--- config.mk ---
export PLATFORM = sky130hd
export DESIGN_NAME = cubic_trajectory_setpoint_top
export DESIGN_NICKNAME = d
export VERILOG_FILES = /design/src/rtl/ctsp_pkg.sv /design/src/rtl/cubic_trajectory_setpoint_top.sv
export SDC_FILE = /design/constraint.sdc
export NUM_CORES = 2
export LEC_CHECK = 0
export ABC_AREA = 1
export BUFFER_PORTS_ARGS = -buffer_cell sky130_fd_sc_hd__buf_2
export CAP_MARGIN = 20
export CORE_ASPECT_RATIO = 0.5
export CORE_MARGIN = 2
export CORE_UTILIZATION = 29
export DETAILED_ROUTE_END_ITERATION = 12
export GPL_TIMING_DRIVEN = 1
export HOLD_SLACK_MARGIN = 0.1
export PLACE_DENSITY_LB_ADDON = 0.12
export SLEW_MARGIN = 20
export SYNTH_ARGS = -nofsm -noshare
export SYNTH_HDL_FRONTEND = slang
export SYNTH_SLANG_ARGS = --single-unit
--- constraint.sdc ---
create_clock -name clk_i -period 20 [get_ports clk_i]
set_input_delay 1 -clock clk_i [delete_from_list [all_inputs] [get_ports clk_i]]
set_output_delay 1 -clock clk_i [all_outputs]
set_load 0.03 [all_outputs]
--- src/rtl/ctsp_pkg.sv ---
package ctsp_pkg;

  // Position, fraction and time widths
  localparam int POS_W   = 32;
  localparam int FRAC_W  = 16;
  localparam int TIME_W  = 16;

  localparam int MAG_W   = POS_W + 1;
  localparam int MUL_A_W = (MAG_W > FRAC_W + 1) ? MAG_W : FRAC_W + 1;
  localparam int MUL_B_W = FRAC_W + 1;
  localparam int PROD_W  = MUL_A_W + MUL_B_W;
  localparam int CNT_W   = (FRAC_W > 1) ? $clog2(FRAC_W) : 1;
  localparam int AXES    = 3;
  localparam int AX_W    = 2;

  typedef logic signed [POS_W-1:0] pos_t;
  typedef logic [MAG_W-1:0]        mag_t;
  typedef logic [TIME_W-1:0]       time_t;
  typedef logic [FRAC_W:0]         frac_t;

  localparam time_t TIME_MAX = '1;
  localparam frac_t ONE_Q    = {1'b1, {FRAC_W{1'b0}}};

  typedef enum logic [1:0] {
    FUNC_FEEDBACK = 2'd0,
    FUNC_COMMAND  = 2'd1,
    FUNC_TICK     = 2'd2
  } func_e;

endpackage

--- src/rtl/cubic_trajectory_setpoint_top.sv ---
// Three-axis smoothstep setpoint generator.
// Input channel (in_valid_i/in_ready_o): one word carries func_i, pos_*_i and
// duration_i. Feedback words store the current position, command words latch
// it as the start, store the target and duration, and restart the move. Tick
// words produce one setpoint word each; other codes are dropped.
// Output channel (out_valid_o/out_ready_i): set_*_o plus arrived_o.
// Tick path: once arrived, the goal goes straight to the output register;
// when elapsed equals the duration, u is one and the divider is skipped;
// else the restoring divider (one quotient bit per cycle) forms u. Then
// one shared multiplier forms u^2, u^3 and the three axis offsets.
// Feedback and command words leave the sequencer idle.
// in_ready_o is high only while the sequencer is idle, so one word is in
// work at a time. A finished setpoint waits in the output register; if the
// receiver stalls with an older setpoint still held, the sequencer waits in
// its last state until that one is taken. Nothing is dropped.
// Reset: positions clear to zero, duration to one, elapsed count saturated,
// so ticks after reset give the zero target with arrived_o set.
module cubic_trajectory_setpoint_top
  import ctsp_pkg::*;
(
  input  logic              clk_i,
  input  logic              rst_ni,
  input  logic              in_valid_i,
  output logic              in_ready_o,
  input  logic [1:0]        func_i,
  input  logic [POS_W-1:0]  pos_x_i,
  input  logic [POS_W-1:0]  pos_y_i,
  input  logic [POS_W-1:0]  pos_z_i,
  input  logic [TIME_W-1:0] duration_i,
  output logic              out_valid_o,
  input  logic              out_ready_i,
  output logic [POS_W-1:0]  set_x_o,
  output logic [POS_W-1:0]  set_y_o,
  output logic [POS_W-1:0]  set_z_o,
  output logic              arrived_o
);

  typedef enum logic [2:0] {
    ST_IDLE,
    ST_DIV,
    ST_SQ,
    ST_CUBE,
    ST_SCALE,
    ST_BMUL,
    ST_BADD,
    ST_DONE
  } state_e;

  state_e state_q;

  // move state
  pos_t  cur_q   [AXES];
  pos_t  start_q [AXES];
  pos_t  goal_q  [AXES];
  mag_t  mag_q   [AXES];  // |goal - start|
  logic  neg_q   [AXES];  // goal below start
  time_t move_ticks_q;
  time_t elapsed_q;

  // work registers
  time_t                rem_q;
  frac_t                u_q;
  frac_t                u2_q;
  frac_t                s_q;
  logic [CNT_W-1:0]     cnt_q;
  logic [AX_W-1:0]      ax_q;
  logic [PROD_W-1:0]    prod_q;
  pos_t                 res_q [AXES];
  logic                 arr_q;

  logic                 out_valid_q;
  pos_t                 set_q [AXES];
  logic                 arrived_q;

  logic                 in_acc;
  pos_t                 in_pos [AXES];
  mag_t                 cmd_mag [AXES];
  logic                 cmd_neg [AXES];

  logic [MUL_A_W-1:0]   mul_a;
  logic [MUL_B_W-1:0]   mul_b;
  logic [PROD_W-1:0]    prod;

  logic [TIME_W:0]      rem2;
  logic                 div_ge;
  time_t                rem_nx;
  frac_t                prod_hi;
  logic [FRAC_W+2:0]    s_wide;
  frac_t                s_clamp;
  pos_t                 off;
  pos_t                 blend;
  logic                 out_free;

  assign in_acc     = in_valid_i && in_ready_o;
  assign in_ready_o = (state_q == ST_IDLE);
  assign out_free   = !out_valid_q || out_ready_i;

  assign in_pos[0] = pos_x_i;
  assign in_pos[1] = pos_y_i;
  assign in_pos[2] = pos_z_i;

  // Command: difference magnitude and direction per axis, from two
  // parallel subtractors so only one carry chain sits in the path.
  always_comb begin
    for (int i = 0; i < AXES; i++) begin
      cmd_neg[i] = in_pos[i] < cur_q[i];
      if (cmd_neg[i]) begin
        cmd_mag[i] = {cur_q[i][POS_W-1], cur_q[i]} - {in_pos[i][POS_W-1], in_pos[i]};
      end else begin
        cmd_mag[i] = {in_pos[i][POS_W-1], in_pos[i]} - {cur_q[i][POS_W-1], cur_q[i]};
      end
    end
  end

  // Divider step: remainder stays below move_ticks.
  assign rem2   = {rem_q, 1'b0};
  assign div_ge = rem2 >= {1'b0, move_ticks_q};
  always_comb begin
    if (div_ge) begin
      rem_nx = TIME_W'(rem2 - {1'b0, move_ticks_q});
    end else begin
      rem_nx = rem2[TIME_W-1:0];
    end
  end

  // Shared multiplier
  assign prod_hi = prod_q[FRAC_W +: FRAC_W+1];

  always_comb begin
    case (state_q)
      ST_SQ: begin
        mul_a = MUL_A_W'(u_q);
        mul_b = u_q;
      end
      ST_CUBE: begin
        mul_a = MUL_A_W'(prod_hi);
        mul_b = u_q;
      end
      ST_BMUL: begin
        mul_a = MUL_A_W'(mag_q[ax_q]);
        mul_b = s_q;
      end
      default: begin
        mul_a = '0;
        mul_b = '0;
      end
    endcase
  end

  assign prod = PROD_W'(mul_a) * PROD_W'(mul_b);

  // s = 3u^2 - 2u^3, at most one
  assign s_wide  = ({2'b00, u2_q} << 1) + {2'b00, u2_q} - ({2'b00, prod_hi} << 1);
  assign s_clamp = (s_wide > {2'b00, ONE_Q}) ? ONE_Q : s_wide[FRAC_W:0];

  assign off   = prod_q[FRAC_W +: POS_W];
  assign blend = neg_q[ax_q] ? (start_q[ax_q] - off) : (start_q[ax_q] + off);

  always_ff @(posedge clk_i or negedge rst_ni) begin
    if (!rst_ni) begin
      state_q      <= ST_IDLE;
      for (int i = 0; i < AXES; i++) begin
        cur_q[i]   <= '0;
        start_q[i] <= '0;
        goal_q[i]  <= '0;
        mag_q[i]   <= '0;
        neg_q[i]   <= 1'b0;
        res_q[i]   <= '0;
        set_q[i]   <= '0;
      end
      move_ticks_q <= time_t'(1);
      elapsed_q    <= TIME_MAX;
      rem_q        <= '0;
      u_q          <= '0;
      u2_q         <= '0;
      s_q          <= '0;
      cnt_q        <= '0;
      ax_q         <= '0;
      prod_q       <= '0;
      arr_q        <= 1'b0;
      out_valid_q  <= 1'b0;
      arrived_q    <= 1'b0;
    end else begin
      prod_q <= prod;
      // ST_DONE reloads the output register itself
      if (out_ready_i && state_q != ST_DONE) begin
        out_valid_q <= 1'b0;
      end

      case (state_q)
        ST_IDLE: begin
          if (in_acc) begin
            case (func_i)
              FUNC_FEEDBACK: begin
                for (int i = 0; i < AXES; i++) cur_q[i] <= in_pos[i];
              end
              FUNC_COMMAND: begin
                for (int i = 0; i < AXES; i++) begin
                  start_q[i] <= cur_q[i];
                  goal_q[i]  <= in_pos[i];
                  mag_q[i]   <= cmd_mag[i];
                  neg_q[i]   <= cmd_neg[i];
                end
                move_ticks_q <= duration_i;
                elapsed_q    <= '0;
              end
              FUNC_TICK: begin
                if (elapsed_q != TIME_MAX) begin
                  elapsed_q <= elapsed_q + time_t'(1);
                end
                if (move_ticks_q == '0 || elapsed_q > move_ticks_q) begin
                  for (int i = 0; i < AXES; i++) res_q[i] <= goal_q[i];
                  arr_q   <= 1'b1;
                  state_q <= ST_DONE;
                end else if (elapsed_q == move_ticks_q) begin
                  u_q     <= ONE_Q;
                  state_q <= ST_SQ;
                end else begin
                  u_q     <= '0;
                  rem_q   <= elapsed_q;
                  cnt_q   <= CNT_W'(FRAC_W - 1);
                  state_q <= ST_DIV;
                end
              end
              default: ;  // unused code: dropped
            endcase
          end
        end
        ST_DIV: begin
          rem_q <= rem_nx;
          u_q   <= {u_q[FRAC_W-1:0], div_ge};
          if (cnt_q == '0) begin
            state_q <= ST_SQ;
          end else begin
            cnt_q <= cnt_q - CNT_W'(1);
          end
        end
        ST_SQ: begin
          state_q <= ST_CUBE;
        end
        ST_CUBE: begin
          u2_q    <= prod_hi;
          state_q <= ST_SCALE;
        end
        ST_SCALE: begin
          s_q     <= s_clamp;
          ax_q    <= '0;
          state_q <= ST_BMUL;
        end
        ST_BMUL: begin
          state_q <= ST_BADD;
        end
        ST_BADD: begin
          res_q[ax_q] <= blend;
          arr_q       <= 1'b0;
          if (ax_q == AX_W'(AXES - 1)) begin
            state_q <= ST_DONE;
          end else begin
            ax_q    <= ax_q + AX_W'(1);
            state_q <= ST_BMUL;
          end
        end
        ST_DONE: begin
          if (out_free) begin
            for (int i = 0; i < AXES; i++) set_q[i] <= res_q[i];
            arrived_q   <= arr_q;
            out_valid_q <= 1'b1;
            state_q     <= ST_IDLE;
          end
        end
        default: state_q <= ST_IDLE;
      endcase
    end
  end

  assign out_valid_o = out_valid_q;
  assign set_x_o     = set_q[0];
  assign set_y_o     = set_q[1];
  assign set_z_o     = set_q[2];
  assign arrived_o   = arrived_q;

endmodule

======== Word level (Yosys, flattened, before mapping) ========
Cells that the tools add are included.
word-level totals
  bits in registers ....................... 741
  input bits .............................. 118
  logic and storage cells ................. 165
cells by class
  add/subtract/negate cells ............... 14
  multipliers ............................. 1
  order comparisons ....................... 8
  equal/unequal tests ..................... 23
  multiplexer cells ....................... 59
  bitwise operators ....................... 1
  reduce and logical (&&, ||, !) cells .... 25
operators with widths
  operator                                                                 number
  96-bit two-way mux                                                       3
  32-bit by 32-bit subtractor with 33-bit output                           6
  96-bit case mux with 2 select lines                                      1
  33-bit two-way mux                                                       5
  32-bit two-way mux                                                       4
  33-bit case mux with 3 select lines                                      1
  96-bit bitwise mux                                                       1
  32-bit less-than comparator                                              3
  16-bit two-way mux                                                       6
  17-bit two-way mux                                                       5
  17-bit case mux with 2 select lines                                      2
  33-bit binary-select mux with 2-bit select                               1
  32-bit binary-select mux with 2-bit select                               1
  32-bit demux with 2-bit select                                           1
  16-bit case mux with 2 select lines                                      2
  33-bit by 17-bit multiplier with 48-bit output                           1
  32-bit adder                                                             1
  32-bit subtractor                                                        1
  3-bit case mux with 8 select lines                                       1
  4-bit two-way mux                                                        5
  18-bit by 17-bit adder with 19-bit output                                1
  19-bit by 17-bit > comparator with 1-bit output (second input constant)  1
  19-bit by 18-bit subtractor with 19-bit output                           1
  17-bit by 16-bit greater-or-equal comparator with 1-bit output           1
  other kinds (39)                                                         76

======== Longest topological paths before layout ========
  word-level depth ........................ 8
  depth in mapped cells ................... 35
  depth with buffers taken out ............ 33

======== Least setup slack after synthesis ========
OpenSTA, ideal clock, no wires.
  path type ............................... flip-flop to flip-flop
  start ................................... register ax_q[0]
  end ..................................... register prod_q[47]
  library setup time ...................... 0.116 ns
  arrival time ............................ 6.144 ns
  required time ........................... 19.884 ns
  path slack .............................. 13.740 ns
  cell stages (with the launch flop) ...... 31
  buffers on the path ..................... 3
  cells stage by stage .................... dfrtp_1 > inv_1 > buf_2 > clkbuf_1 > nor2_1 > o21ai_0 > nand2_1 > inv_1 > buf_2 > nand2_1 > fa_1 > inv_1 > fa_1 > inv_1 > fa_1 > inv_1 > fa_1 > fa_1 > inv_1 > fa_1 > inv_1 > ha_1 > a21o_1 > a21oi_1 > o21ai_0 > a21oi_1 > nand2_1 > a31oi_1 > inv_1 > nand2_1 > nand2_1
on the way
  word-level cells in the longest chain between the ends .. 6
ends and longest elaborated chain
  what                                                    line                                  source
  start: declaration                                      cubic_trajectory_setpoint_top.sv:66   logic [AX_W-1:0] ax_q;
  start signal: assignment                                cubic_trajectory_setpoint_top.sv:259  ax_q <= ax_q + AX_W'(1);
  2-bit inverter with 3-bit output (not written as such)  cubic_trajectory_setpoint_top.sv:140  mul_a = MUL_A_W'(mag_q[ax_q]);
  33-bit binary-select mux with 2-bit select              cubic_trajectory_setpoint_top.sv:140
  33-bit two-way mux (not written as such) (2 in series)  cubic_trajectory_setpoint_top.sv:140
  33-bit case mux with 3 select lines                     cubic_trajectory_setpoint_top.sv:130  case (state_q)
  33-bit by 17-bit multiplier with 48-bit output          cubic_trajectory_setpoint_top.sv:150  assign prod = PROD_W'(mul_a) * PROD_W'(mul_b);
  net prod[47]                                            cubic_trajectory_setpoint_top.sv:82   logic [PROD_W-1:0] prod;
  end signal: assignment                                  cubic_trajectory_setpoint_top.sv:184  prod_q <= prod;
  end: declaration                                        cubic_trajectory_setpoint_top.sv:67   logic [PROD_W-1:0] prod_q;
The timed path passes the listed nets, and every way through them passes these cells. The select of a mux whose other input is x is not followed.
A chain may end at the register's enable or synchronous reset.

======== Worst setup path in the final report ========
Ends and elaborated chain as after synthesis.

==> metrics.yaml <==
cts_max_level: 3
wire_per_inst_um: 23.7
crit_family: "adder cells"
die_area_um2: 233000
pwr_density_cell_nw_per_um2: 200
fin_skew_ps: 50.4
via_count: 60200
setup_tns_ps: 0
placed_area_um2: 70300
first_iter_violations: 5483
syn-cell-area_um2: 66400
max_stage_delay_ps: 730
cts-root-buf: "clkbuf_16"
grt_antenna_before_repair: 17
fillers: 25100
start_util: 0.291
synth_top_area_share: 0.267
reg2reg_to: "prod_q[47]"
synth-seq-cells: 725
cts.reportedPaths.clkPinSlew_ps: 60
syn_inst: 9146
cp_max_fo: 68
dp_cells: 12100
drt_pass1_iterations: 8
grt_first_pass_wirelength_um: 423000
hold_class: "input pin to async pin"
cts_buffers: 85
drive_above_1_share: 0.0733
slew_headroom: 0.247
setup_viol: 0
status: "finished, final reports clean"
vdd_drop_max_uv: 144
tightest_slew_ps: 1120
critPathKind: "flip-flop to flip-flop"
cts_tree: "done"
place_congestion: 0.960
final.period_utilization: 0.435
synth_area_leader_cell: "dfrtp_1"
crit_required_ps: 20620
yosysWarnings: 0
seq_area_frac_synth: 0.273
clkLatencyLatePin_ps: 750
cts_resized: 0
viasPerCell: 4.91
multi_input_area_um2: 41700
wirelength_um: 291000
hold_violations: 0
postLayoutCoreUtil: 0.321
ys_async_sr_fraction: 1.00
fmax_mhz: 115
drv_slew: 0
cts_hold_buf: 0
rsz0062_at_grt: "no"
io_buffers: 216
fin_nets: 10200
ys_types: 56
layout_min_cycle_time_ps: 8690
final_cells: 12300
syn_to_final_growth_pct: 10.2
ff_latch_area_um2: 18200
cts.path.max_buffers: 3
fin_area_um2: 73200
std_cell_rows: 124
synth_area_leaders: "dfrtp_1 (27%), nand2_1 (16%), fa_1 (15%)"
drt.antenna.violating_nets: 0
synth_nets: 10100
crit_arrival_ps: 9310
dieHeight_um: 342
dpl.hpwl_um: 237000
core_area_um2: 228000
cts_setup_buffers: 0
numClockSinks: 725
synth_flop_cell: "dfrtp_1"
drc: 0
drv_cap: 0
r2r-start: "ax_q[0]"
grt_usage: 0.248
holdWs_ps: 258
grt-ovfl-total: 0
ios: 217
grt_pass1_vias: 59700
cp-start-kind: "flip-flop"
critPathCaptureType: "flip-flop"
grt_start_max_net_pins: 125
cp.buffers_inverters: 8
reg2reg_depth: 27
fp.dieW_um: 681
cp_slowest_cell: "o21ai_0"
leakagePower_uw: 0.0375
synth-edff-count: 0
synth_area_per_cell_um2: 7.26
r2r_slack_ps: 11310
[area by class of cell]
type,count,area share
clock buffer,122,0.0330
inverter,1357,0.0696
clock inverter,31,0.00583
multi-input combinational,6724,0.569
antenna,2,0.0000684
sequential,725,0.248
timing repair buffer,286,0.0226
tap,3024,0.0517
[synthesized netlist by cell type, types with 14 or more instances]
cell and number:
o21ai_1 38, clkbuf_1 159, inv_2 34, buf_2 104, nor2_1 764, nor3_1 31
xnor2_1 53, inv_1 1313, dfrtp_1 708, o21a_1 17, mux2_2 97, xor2_1 149
dfstp_2 17, nand3b_1 16, or2_2 19, buf_1 17, nand2_1 2849, a21oi_1 403
o22ai_1 26, ha_1 389, nand4_1 54, o21bai_1 40, fa_1 486, clkbuf_2 37
a21o_1 25, buf_4 14, nand3_1 380, nand2_2 20, o21ai_0 713, nor4_1 18
a31oi_1 17, nor2_2 22
[cells by family (layout without fill, tap and decap cells)]
| group | Yosys count | count (layout) | share of synthesized area |
|---|---|---|---|
| compound gates | 1333 | 1333 | 0.107 |
| xor+xnor | 202 | 202 | 0.0266 |
| fa+ha+maj | 875 | 875 | 0.220 |
| buf+inv | 1697 | 1796 | 0.100 |
| flops | 725 | 725 | 0.273 |
| mux | 97 | 97 | 0.0164 |
| other cells | 0 | 2 | 0 |
| simple gates | 4217 | 4217 | 0.256 |
[worst reg2reg max path, cell delays in order (launching register included)]
cell and delay (ps):
dfrtp_2 400, inv_2 50, buf_4 620, nor2_1 110, o21ai_0 730, nand2_1 470, inv_1 630, nand2_1 170
fa_1 570, inv_1 50, fa_1 550, fa_1 460, fa_1 470, fa_1 570, inv_1 70, fa_1 500
inv_1 40, ha_1 350, nand2_1 140, inv_1 50, a21oi_1 340, o21ai_0 210, a21oi_1 310, nand2_1 90
a31oi_1 390, inv_1 80, nand2_1 70, nand2_1 50
[layout by cell type, fill, tap and decap left out, types with 22 or more instances in the layout]
master     count
nand2_1     2846
inv_1       1310
nor2_1       763
o21ai_0      713
dfrtp_1      707
fa_1         486
a21oi_1      403
ha_1         389
nand3_1      380
buf_2        215
xor2_1       149
mux2_2        97
clkbuf_16     85
buf_4         67
nand4_1       54
xnor2_1       53
o21bai_1      40
o21ai_1       38
inv_2         35
nor3_1        31
a21o_1        25
nor2_2        23
o22ai_1       22
clkbuf_1      22
[layer usage]
metal	up-vias	GRT usage	routed length [um]
li1	28500	-	-
met1	29900	0.359	138000
met2	1499	0.390	129000
met3	288	0.0310	14600
met4	4	0.0653	8660
met5	-	0	27
[worst max-delay path by stage]
stage,from,to,slack [ps],cells after the start
after floorplan,ax_q[0],prod_q[47],13740,30
after global placement,ax_q[0],prod_q[47],11710,26
after detailed placement,ax_q[0],prod_q[47],11670,27
after CTS,ax_q[0],prod_q[47],11610,27
after global routing,ax_q[0],prod_q[47],11030,27
final,ax_q[0],prod_q[47],11310,27
[power breakdown]
group / switching (uW) / internal [uW]
sequential: 633 / 2110
combinational: 7440 / 2850
clock: 726 / 916
[per-stage QoR]
stage | total power (uW) | setup WS, ps
final | 14700 | 11310
after global routing | 15800 | 11030
after CTS | 14500 | 11610
after detailed placement | 12800 | 11670
after global placement | 12800 | 11710
after floorplan | 8980 | 13740
[registers in the layout, indices dropped and copies added, names as in the netlist, 17 cells and up]
register  count
cur_q        96
goal_q       96
mag_q        99
prod_q       32
res_q        96
s_q          17
set_x_o      32
set_y_o      32
set_z_o      32
start_q      96
u2_q         17
u_q          17
(Power assumes the default switching activity.)
